$ cat config.mk
export PLATFORM = sky130hd
export DESIGN_NAME = snoop_coherence_transition_table
export DESIGN_NICKNAME = d
export VERILOG_FILES = /design/src/sctt_pkg.sv /design/src/sctt_decode.sv /design/src/snoop_coherence_transition_table.sv
export SDC_FILE = /design/constraint.sdc
export NUM_CORES = 1
export LEC_CHECK = 0
export BUFFER_PORTS_ARGS = -buffer_cell sky130_fd_sc_hd__clkbuf_2
export CAP_MARGIN = 5
export CORE_MARGIN = 5
export CORE_UTILIZATION = 52
export DETAILED_ROUTE_END_ITERATION = 8
export GPL_TIMING_DRIVEN = 0
export PLACE_DENSITY = 0.89
export SYNTH_ARGS = -nofsm -noshare
export SYNTH_HDL_FRONTEND = slang
export SYNTH_HIERARCHICAL = 1
export SYNTH_SLANG_ARGS = --single-unit
export TNS_END_PERCENT = 1
$ cat constraint.sdc
create_clock -name clk -period 2.71 [get_ports clk]
set_input_delay 0.271 -clock clk [delete_from_list [all_inputs] [get_ports clk]]
set_output_delay 0.271 -clock clk [all_outputs]
set_load 0.02 [all_outputs]
$ cat src/sctt_pkg.sv
package sctt_pkg;

  // Coherence states
  localparam logic [2:0] ST_I = 3'd0;
  localparam logic [2:0] ST_S = 3'd1;
  localparam logic [2:0] ST_E = 3'd2;
  localparam logic [2:0] ST_O = 3'd3;
  localparam logic [2:0] ST_M = 3'd4;

  // Commands, shared by the request input and the bus command output
  localparam logic [3:0] CMD_READ        = 4'd0;
  localparam logic [3:0] CMD_WRITE       = 4'd1;
  localparam logic [3:0] CMD_SWAP        = 4'd2;
  localparam logic [3:0] CMD_SOFTPF      = 4'd3;
  localparam logic [3:0] CMD_HARDPF      = 4'd4;
  localparam logic [3:0] CMD_READEX      = 4'd5;
  localparam logic [3:0] CMD_UPGRADE     = 4'd6;
  localparam logic [3:0] CMD_INV         = 4'd7;
  localparam logic [3:0] CMD_WINV        = 4'd8;
  localparam logic [3:0] CMD_READRESP    = 4'd9;
  localparam logic [3:0] CMD_READEXRESP  = 4'd10;

  // Operation kinds
  localparam logic [1:0] OP_REQ   = 2'd0;
  localparam logic [1:0] OP_RESP  = 2'd1;
  localparam logic [1:0] OP_SNOOP = 2'd2;

  // Protocol variants; bit 0 enables Exclusive, bit 1 enables Owned
  localparam logic [1:0] PV_MSI   = 2'd0;
  localparam logic [1:0] PV_MESI  = 2'd1;
  localparam logic [1:0] PV_MOSI  = 2'd2;
  localparam logic [1:0] PV_MOESI = 2'd3;

  // Configuration register indexes
  localparam logic CFG_PROTOCOL_VARIANT = 1'b0;
  localparam logic CFG_USE_UPGRADES     = 1'b1;

  localparam int IN_DATA_W  = 16;
  localparam int OUT_DATA_W = 16;

  typedef struct packed {
    logic [1:0] protocol_variant;
    logic       use_upgrades;
  } cfg_t;

  typedef struct packed {
    logic [1:0] operation;
    logic [3:0] command;
    logic [2:0] line_state;
    logic       block_present;
    logic       shared_line_in;
  } item_t;

  typedef struct packed {
    logic [3:0] bus_command;
    logic [2:0] next_state;
    logic       supply_data;
    logic       assert_shared;
    logic       illegal_transition;
    logic       bad_config;
  } result_t;

endpackage

$ cat src/sctt_decode.sv
module sctt_decode (
  input  sctt_pkg::cfg_t    cfg,
  input  sctt_pkg::item_t   item,
  output sctt_pkg::result_t res
);
  import sctt_pkg::*;

  logic       has_e;
  logic       has_o;
  logic       upg;
  logic [3:0] ws_cmd;
  logic [3:0] ws_resp;
  logic       ok;
  logic [3:0] bus;
  logic [2:0] nxt;
  logic       sup;
  logic       shr;
  logic       owner_ok;

  assign has_e    = cfg.protocol_variant[0];
  assign has_o    = cfg.protocol_variant[1];
  assign upg      = cfg.use_upgrades;
  assign ws_cmd   = upg ? CMD_UPGRADE : CMD_READEX;
  assign ws_resp  = upg ? CMD_UPGRADE : CMD_READEXRESP;
  // S, or O where the variant has Owned: both take the write-to-shared path
  assign owner_ok = (item.line_state == ST_S) || ((item.line_state == ST_O) && has_o);

  always_comb begin
    ok  = 1'b0;
    bus = CMD_READ;
    nxt = item.line_state;
    sup = 1'b0;
    shr = 1'b0;
    case (item.operation)
      OP_REQ: begin
        if (item.line_state == ST_I) begin
          if (item.command inside {CMD_READ, CMD_SOFTPF, CMD_HARDPF}) begin
            bus = CMD_READ;
            ok  = 1'b1;
          end else if (item.command inside {CMD_WRITE, CMD_SWAP}) begin
            bus = CMD_READEX;
            ok  = 1'b1;
          end
        end else if (owner_ok && (item.command inside {CMD_WRITE, CMD_SWAP})) begin
          bus = ws_cmd;
          ok  = 1'b1;
        end
      end
      OP_RESP: begin
        if ((item.line_state == ST_I) && (item.command == CMD_READEXRESP)) begin
          nxt = ST_M;
          ok  = 1'b1;
        end else if ((item.line_state == ST_I) && (item.command == CMD_READRESP)) begin
          nxt = (has_e && !item.shared_line_in) ? ST_E : ST_S;
          ok  = 1'b1;
        end else if (owner_ok && (item.command == ws_resp)) begin
          nxt = ST_M;
          ok  = 1'b1;
        end
      end
      OP_SNOOP: begin
        if (!item.block_present) begin
          ok = 1'b1;
        end else begin
          case (item.line_state)
            ST_I: begin
              if ((item.command inside {CMD_READ, CMD_READEX}) ||
                  ((item.command == CMD_UPGRADE) && upg)) begin
                ok = 1'b1;
              end else if (item.command inside {CMD_INV, CMD_WINV}) begin
                nxt = ST_I;
                ok  = 1'b1;
              end
            end
            ST_S: begin
              if (item.command == CMD_READ) begin
                shr = has_e;
                ok  = 1'b1;
              end else if ((item.command inside {CMD_READEX, CMD_INV, CMD_WINV}) ||
                           ((item.command == CMD_UPGRADE) && upg)) begin
                nxt = ST_I;
                ok  = 1'b1;
              end
            end
            ST_M: begin
              if (item.command == CMD_READ) begin
                nxt = has_o ? ST_O : ST_S;
                sup = 1'b1;
                shr = 1'b1;
                ok  = 1'b1;
              end else if (item.command == CMD_READEX) begin
                nxt = ST_I;
                sup = 1'b1;
                ok  = 1'b1;
              end else if (item.command inside {CMD_INV, CMD_WINV}) begin
                nxt = ST_I;
                ok  = 1'b1;
              end
            end
            ST_E: begin
              if (has_e) begin
                if (item.command == CMD_READ) begin
                  nxt = ST_S;
                  shr = 1'b1;
                  ok  = 1'b1;
                end else if (item.command inside {CMD_READEX, CMD_INV, CMD_WINV}) begin
                  nxt = ST_I;
                  ok  = 1'b1;
                end
              end
            end
            ST_O: begin
              if (has_o) begin
                if (item.command == CMD_READ) begin
                  nxt = ST_O;
                  sup = 1'b1;
                  shr = 1'b1;
                  ok  = 1'b1;
                end else if (item.command == CMD_READEX) begin
                  nxt = ST_I;
                  sup = 1'b1;
                  ok  = 1'b1;
                end else if (item.command inside {CMD_UPGRADE, CMD_INV, CMD_WINV}) begin
                  nxt = ST_I;
                  ok  = 1'b1;
                end
              end
            end
            default: ok = 1'b0;
          endcase
        end
      end
      default: ok = 1'b0;
    endcase

    // Undefined pair: drop every action, keep the state
    if (!ok) begin
      bus = CMD_READ;
      nxt = item.line_state;
      sup = 1'b0;
      shr = 1'b0;
    end
  end

  assign res.bus_command        = bus;
  assign res.next_state         = nxt;
  assign res.supply_data        = sup;
  assign res.assert_shared      = shr;
  assign res.illegal_transition = !ok;
  assign res.bad_config         = has_o && !upg;

endmodule

$ cat src/snoop_coherence_transition_table.sv
// Snooping coherence transition table for MSI, MESI, MOSI and MOESI, with or
// without upgrade transactions. Each input beat carries one processor request,
// bus response or bus snoop; each gives exactly one output beat holding the
// bus command to issue (requests), the new line state (responses and snoops),
// the supply and shared-line flags (snoops), an illegal-pair flag and a
// bad-configuration flag (Owned variant without upgrades). The block takes one
// beat per cycle unless m_tready stalls it; a beat passes the input register,
// then the table decode into the output register. The two registers form a
// two-deep pipeline, so a beat is still taken while a result waits on m_tready
// if the input register is empty. Configuration is written through
// cfg_we/cfg_index/cfg_data while the block is idle, which the block does not
// enforce; index 0 is protocol_variant (0 msi, 1 mesi, 2 mosi, 3 moesi), index
// 1 is use_upgrades. After reset the block runs MSI with upgrades on.
module snoop_coherence_transition_table (
  input  logic                              clk,
  input  logic                              rst,
  // Configuration write port
  input  logic                              cfg_we,
  input  logic                              cfg_index,
  input  logic [1:0]                        cfg_data,
  // Input beats
  input  logic                              s_tvalid,
  output logic                              s_tready,
  // s_tdata: command[3:0], line_state[6:4], block_present[7],
  //          shared_line_in[8], zero fill [15:9]
  input  logic [sctt_pkg::IN_DATA_W-1:0]    s_tdata,
  // s_tuser: operation[1:0]
  input  logic [1:0]                        s_tuser,
  // Output beats
  output logic                              m_tvalid,
  input  logic                              m_tready,
  // m_tdata: bus_command[3:0], next_state[6:4], supply_data[7],
  //          assert_shared[8], illegal_transition[9], bad_config[10],
  //          zero fill [15:11]
  output logic [sctt_pkg::OUT_DATA_W-1:0]   m_tdata
);
  import sctt_pkg::*;

  cfg_t    cfg;
  logic    in_valid;
  item_t   in_item;
  logic    out_valid;
  result_t out_res;
  result_t dec_res;
  logic    out_load;
  logic    in_load;

  // Configuration registers
  always_ff @(posedge clk) begin
    if (rst) begin
      cfg.protocol_variant <= PV_MSI;
      cfg.use_upgrades     <= 1'b1;
    end else if (cfg_we) begin
      case (cfg_index)
        CFG_PROTOCOL_VARIANT: cfg.protocol_variant <= cfg_data;
        CFG_USE_UPGRADES:     cfg.use_upgrades     <= cfg_data[0];
        default:              cfg.use_upgrades     <= cfg.use_upgrades;
      endcase
    end
  end

  // Advance the output register when it is empty or being drained;
  // advance the input register when it is empty or moving forward.
  assign out_load = !out_valid || m_tready;
  assign in_load  = !in_valid || out_load;
  assign s_tready = in_load;

  always_ff @(posedge clk) begin
    if (rst) begin
      in_valid <= 1'b0;
    end else if (in_load) begin
      in_valid <= s_tvalid;
    end
  end

  always_ff @(posedge clk) begin
    if (in_load && s_tvalid) begin
      in_item.operation      <= s_tuser;
      in_item.command        <= s_tdata[3:0];
      in_item.line_state     <= s_tdata[6:4];
      in_item.block_present  <= s_tdata[7];
      in_item.shared_line_in <= s_tdata[8];
    end
  end

  sctt_decode u_decode (
    .cfg  (cfg),
    .item (in_item),
    .res  (dec_res)
  );

  always_ff @(posedge clk) begin
    if (rst) begin
      out_valid <= 1'b0;
    end else if (out_load) begin
      out_valid <= in_valid;
    end
  end

  // Hold the result until the beat is taken
  always_ff @(posedge clk) begin
    if (out_load && in_valid) begin
      out_res <= dec_res;
    end
  end

  assign m_tvalid = out_valid;
  assign m_tdata  = {{(OUT_DATA_W - 11){1'b0}},
                     out_res.bad_config,
                     out_res.illegal_transition,
                     out_res.assert_shared,
                     out_res.supply_data,
                     out_res.next_state,
                     out_res.bus_command};

endmodule

==> flow_metrics.env, run 1 <==
export IMPL_dieWidth_um=66.6
export IMPL_drv_cap=0
export IMPL_post_route_period_util=0.901
export IMPL_grt_pass1_vias=1245
export IMPL_clock_tree_root_cell="clkbuf_4"
export IMPL_synth_edf_count=22
export IMPL_grt_pass1_wl_mm=5.52
export IMPL_drt_iter0_markers=55
export IMPL_hold_class="input pin to flip-flop"
export IMPL_start_util=0.546
export IMPL_via_per_inst=5.50
export IMPL_drtAntennaViolNets=0
export IMPL_yosysUniqueCellTypes=50
export IMPL_antenna_cells=0
export IMPL_yosysTopAreaCell="edfxtp_1"
export IMPL_final_common_cell="clkbuf_2"
export IMPL_setup_tns_ns=0
export IMPL_htree_levels=1
export IMPL_netlist_instances=163
export IMPL_portBuffers=31
export IMPL_ys_top_cells_by_area="edfxtp_1 (40%), dfxtp_1 (6.0%), buf_4 (5.0%)"
export IMPL_synth_top_area_share=0.396
export IMPL_wl_per_cell_um=13.2
export IMPL_overflow=0
export IMPL_die_h_um=66.6
export IMPL_fp_row_count=20
export IMPL_cts_resized=0
export IMPL_drv_slew=0
export IMPL_hold_buffers=0
export IMPL_tritoncts="yes"
export IMPL_nets=233
export IMPL_relSlewSlack=0.613
export IMPL_ir_drop_mv=0.301
export IMPL_synth_seq_cells=27
export IMPL_p_leak_nw=0.770
export IMPL_mostFrequentLayoutCells="clkbuf_2 (31), edfxtp_1 (22), nand2_1 (13)"
export IMPL_hold_slack_ns=0.111
export IMPL_drive_above_1_share=0.307
export IMPL_slowest_stage="o221ai_1"
export IMPL_clock_latency_ns=0.32
export IMPL_yosys_warnings=6
export IMPL_cts_buffers=3
export IMPL_clockBufferDepth=2
export IMPL_end_kind="flip-flop"
export IMPL_worst_slew_pin_slew_ns=0.580
export IMPL_crit_required_ns=2.79
export IMPL_io_pins=44
export IMPL_worstPathArrival_ns=2.53
export IMPL_skew_ns=0.00260
export IMPL_post_cts_setup_buffers=0
export IMPL_synth_flop_cell="edfxtp_1"
export IMPL_dr_pass1_iters=4
export IMPL_track_usage=0.160
export IMPL_power_density_nw_per_um2=420
export IMPL_worstSetupPathType="flip-flop to flip-flop"
export IMPL_status="complete, no violations"
export IMPL_antenna_found_initial=0
export IMPL_gp_congestion=0.970
export IMPL_dp_hpwl_mm=2.51
export IMPL_syn_avg_cell_area_um2=10.2
export IMPL_hold_viol_final=0
export IMPL_period_minus_slack_ns=2.44
export IMPL_netlist_area_um2=1670
export IMPL_cts_sinks=27
export IMPL_cp_cell_sequence="buf_2 > nor3b_1 > o221ai_1 > a21boi_1 > o311ai_2 > mux2i_1 > nand3_1"
export IMPL_grt_max_degree=16
export IMPL_worstSetupStartpointType="flip-flop"
export IMPL_die_area_um2=4440
export IMPL_clkTransAtPathRegs_ns=0.14
export IMPL_totalWireLength_mm=3.25
export IMPL_async_reset_ff_frac=0
export IMPL_path_max_fanout=10
export IMPL_max_freq_mhz=409
export IMPL_rsz0062_at_grt="no"
export IMPL_num_vias=1353
export IMPL_core_um2=3050
export IMPL_ys_seq_area_frac=0.456
export IMPL_finalSetupViolations=0
export IMPL_drc_errors=0
export IMPL_max_stage_delay_ns=0.49
export IMPL_syn_to_final_growth_pct=15.2
cell usage after synthesis, types with 4 or more instances:
master,n
edfxtp_1,22
nand2_1,13
buf_4,11
a21oi_1,10
inv_1,10
nor2_1,8
o21ai_0,6
dfxtp_1,5
nand2b_1,5
buf_2,4
ha_1,4
nor3b_1,4
where the power goes:
part           switching [mW]  internal [mW]
clock                   0.117         0.0553
combinational          0.0873         0.0604
sequential             0.0145          0.472
total                   0.219          0.588
cell families after synthesis:
group                      Yosys count  share of synthesized area
other                                2                    0.00451
xor gates and xnor gates             3                     0.0158
muxes                                1                    0.00601
buffers and inverters               25                     0.0841
AOI/OAI and AO/OA                   42                      0.179
DFF                                 27                      0.456
adders and majority gates            4                     0.0300
and+or+nand+nor                     59                      0.224
area by class of cell:
class                      instances  area (um2)
multi-input combinational        115         781
sequential                        27         761
fill                             272        1130
buffer                            15         103
inverter                          10        37.5
clock inverter                     1        5.00
tap                               44        55.1
clock buffer                       3        22.5
timing repair buffer              31         155
state kept, by name, indices dropped and copies added, names as in the netlist:
name / count
in_item: 11
m_tdata: 11
cfg: 3
in_valid: 1
m_tvalid: 1
path summary, 6_finish.rpt:
check | start | to | slack, ns | cells after the start
setup / recovery | in_item[8] | m_tdata[6] | 0.27 | 7
hold / removal | s_tdata[7] | in_item[1] | 0.11 | 1
setup reg to reg | in_item[8] | m_tdata[6] | 0.27 | 7
hold reg to reg | in_valid | m_tvalid | 0.47 | 2
per-layer routing:
metal	up-vias	part of all wire	track usage
met3	6	0.071	0.0320
li1	663	-	-
met4	0	0.012	0.0457
met5	-	0	0
met2	60	0.47	0.276
met1	624	0.44	0.201
critical path: cells and delay by family, from the launching register on:
kind / cells / cell delay, ns
compound gates: 3 / 1.13
buf+inv: 1 / 0.19
flops: 1 / 0.40
mux: 1 / 0.24
simple gates: 2 / 0.25
per-stage QoR:
step / instance area (um2) / std cells / setup WS [ns] / total power, mW / util
2_1_floorplan: 1680 / 167 / 0.547 / 0.598 / -
3_5_place_dp: 1890 / 242 / 0.320 / 0.641 / 0.620
3_3_place_gp: 1890 / 242 / 0.338 / 0.638 / 0.620
4_1_cts: 1920 / 246 / 0.303 / 0.808 / 0.629
6_report: 1920 / 246 / 0.267 / 0.807 / 0.629
5_1_grt: 1920 / 246 / 0.119 / 0.852 / 0.629
Power figures use the tool's default switching activity.
==> run 2, diff against run 1 <==
ABC_AREA = 1   (was unset)
CORE_UTILIZATION = 53   (was 52)
PLACE_DENSITY = 0.9   (was 0.89)
==> run 2 against run 1 <==
Net effect: die area is 0.60% higher; largest power group unchanged; synthesized cell count is 33% higher; sequential share of layout area is 0.86 points lower; largest cell class is now sequential cells.
==> flow_metrics.env, run 2 <==
export IMPL_finalSetupViolations=0
export IMPL_max_stage_delay_ns=0.51
export IMPL_drive_above_1_share=0.258
export IMPL_worstSetupPathType="flip-flop to flip-flop"
export IMPL_path_buf_inv=2
export IMPL_die_area_um2=4460
export IMPL_synth_area_mux_share=0
export IMPL_ys_top_cells_by_area="edfxtp_1 (39%), nand2_1 (12%), inv_1 (6.8%)"
export IMPL_ir_drop_mv=0.277
export IMPL_crit_cells=12
export IMPL_yosysUniqueCellTypes=28
export IMPL_cts_buffers=3
export IMPL_portBuffers=31
export IMPL_hold_class="input pin to flip-flop"
export IMPL_rrSetupSlack_ns=0.68
export IMPL_hold_viol_final=0
export IMPL_drtAntennaViolNets=0
export IMPL_dieWidth_um=66.8
export IMPL_die_h_um=66.8
export IMPL_period_minus_slack_ns=2.03
export IMPL_rsz0062_at_grt="no"
export IMPL_post_cts_setup_buffers=0
export IMPL_antenna_found_initial=0
export IMPL_via_per_inst=4.78
export IMPL_grt_max_degree=15
export IMPL_status="complete, no violations"
export IMPL_grt_pass1_wl_mm=5.58
export IMPL_drc_errors=0
export IMPL_wl_per_cell_um=11.2
export IMPL_p_leak_nw=1.00
export IMPL_syn_avg_cell_area_um2=7.88
export IMPL_synth_simple_area_share=0.331
export IMPL_start_util=0.556
export IMPL_antenna_cells=0
export IMPL_yosys_warnings=6
export IMPL_totalWireLength_mm=3.35
export IMPL_final_common_cell="nand2_1"
export IMPL_drt_iter0_markers=118
export IMPL_gp_congestion=0.960
export IMPL_clock_latency_ns=0.31
export IMPL_worstSetupStartpointType="flip-flop"
export IMPL_netlist_instances=217
export IMPL_synth_edf_count=22
export IMPL_cp_cell_sequence="inv_2 > nand2_1 > a21oi_1 > nand3_1 > nand3_1 > nand2_1 > nand2_1 > inv_2 > nand2_4 > nand3_4 > nor2_1 > nor2_1"
export IMPL_cp_endpoint="m_tdata[5]"
export IMPL_worstRegToRegCells=12
export IMPL_dr_pass1_iters=4
export IMPL_yosysMostFrequentCell="nand2_1"
export IMPL_r2r_start="in_item[4]"
export IMPL_slowest_stage="edfxtp_1"
export IMPL_end_kind="flip-flop"
export IMPL_synth_xor_area_share=0
export IMPL_relSlewSlack=0.331
export IMPL_power_density_nw_per_um2=415
export IMPL_cp_startpoint="in_item[4]"
export IMPL_core_um2=3080
export IMPL_dpl_cell_area_um2=1940
export IMPL_synthTopCellsByCount="nand2_1 (54), inv_1 (31), nor2_1 (23)"
export IMPL_fp_row_count=20
export IMPL_cts_sinks=27
export IMPL_clkTransAtPathRegs_ns=0.14
export IMPL_async_reset_ff_frac=0
export IMPL_tritoncts="yes"
export IMPL_setup_tns_ns=0
export IMPL_hold_slack_ns=0.118
export IMPL_finalPower_mw=0.814
export IMPL_cts_resized=0
export IMPL_ys_seq_area_frac=0.445
export IMPL_synth_fa_ha_area_frac=0.0293
export IMPL_track_usage=0.166
export IMPL_grt_pass1_vias=1297
export IMPL_nets=287
export IMPL_clockBufferDepth=2
export IMPL_path_max_fanout=7
export IMPL_synth_top_area_share=0.386
export IMPL_worstPathArrival_ns=2.12
export IMPL_synth_seq_cells=27
export IMPL_htree_levels=1
export IMPL_drv_slew=0
export IMPL_yosysTopAreaCell="edfxtp_1"
export IMPL_max_freq_mhz=493
export IMPL_crit_required_ns=2.80
export IMPL_crit_path_frequent_cell="nand2_1"
export IMPL_hold_buffers=0
export IMPL_post_route_period_util=0.749
export IMPL_io_pins=44
export IMPL_syn_to_final_growth_pct=14.7
export IMPL_synth_flop_cell="edfxtp_1"
export IMPL_netlist_area_um2=1710
export IMPL_mostFrequentLayoutCells="nand2_1 (54), inv_1 (31), clkbuf_2 (31)"
export IMPL_drv_cap=0
export IMPL_clock_tree_root_cell="clkbuf_4"
export IMPL_synth_compound_area_frac=0.0695
export IMPL_overflow=0
export IMPL_final_area_um2=1960
export IMPL_synth_top_family_by_area="simple AND/OR/NAND/NOR gates"
export IMPL_worst_slew_pin_slew_ns=1.00
export IMPL_cp_top_family="simple AND/OR/NAND/NOR gates"
export IMPL_num_vias=1433
export IMPL_skew_ns=0.00144
export IMPL_timing_rr_end="m_tdata[5]"
export IMPL_final_util=0.637
export IMPL_dp_hpwl_mm=2.75
-- run 2: cell types whose count changed in the layout (fill, tap and decap cells not counted), sizes merged, moves of 3 or more --
cell and change:
nor3b -4, nand3 +16, a211oi -3, a21oi -4
nand3b -3, nand2b -5, inv +27, nor2b -3
nor2 +22, buf -6, nand2 +47, o221ai -3
-- run 2: worst reg2reg max path, delay by kind of cell (launching register included) --
family | cells | cell delay [ns]
simple gates | 9 | 0.84
flops | 1 | 0.51
compound gates | 1 | 0.23
buf+inv | 2 | 0.21
-- run 2: logic make-up after synthesis --
logic type,after synthesis
DFF,27
buffers and inverters,46
AOI/OAI and AO/OA,21
and+or+nand+nor,117
adders and majority gates,4
other,2
-- run 2: per-stage QoR --
stage          cells  worst slack [ns]
2_1_floorplan    221              1.06
3_3_place_gp     296             0.712
3_5_place_dp     296             0.732
4_1_cts          300             0.709
5_1_grt          300             0.591
6_report         300             0.681
-- run 2: worst min path at each step --
stage | start | endpoint | slack [ns] | depth (start not counted)
2_1_floorplan | rst | in_valid | 0.34 | 1
3_3_place_gp | s_tdata[3] | in_item[8] | 0.45 | 1
3_5_place_dp | s_tuser[0] | in_item[9] | 0.45 | 1
4_1_cts | s_tdata[8] | in_item[0] | 0.10 | 1
5_1_grt | s_tdata[3] | in_item[8] | 0.08 | 1
6_report | s_tdata[3] | in_item[8] | 0.12 | 1
-- run 2: final cells by class --
type / count / area [um2]
Fill cell: 266 / 1120
Inverter: 37 / 139
Sequential cell: 27 / 761
Tap cell: 44 / 55.1
Timing Repair Buffer: 31 / 155
Multi-Input combinational cell: 148 / 758
Buffer: 9 / 67.6
Clock buffer: 4 / 26.3
-- run 2: metal layers --
layer | track usage | wire [um] | vias up | part of all wire
met1 | 0.207 | 1430 | 605 | 0.43
li1 | - | - | 754 | -
met2 | 0.281 | 1620 | 68 | 0.48
met4 | 0.0711 | 59 | 0 | 0.018
met5 | 0 | 0 | - | 0
met3 | 0.0287 | 241 | 6 | 0.072
-- run 2: where the power goes --
part           total (mW)  switching, mW  internal, mW
Clock               0.169          0.111        0.0575
Sequential          0.490         0.0178         0.472
Combinational       0.156          0.101        0.0554
Total               0.814          0.230         0.585
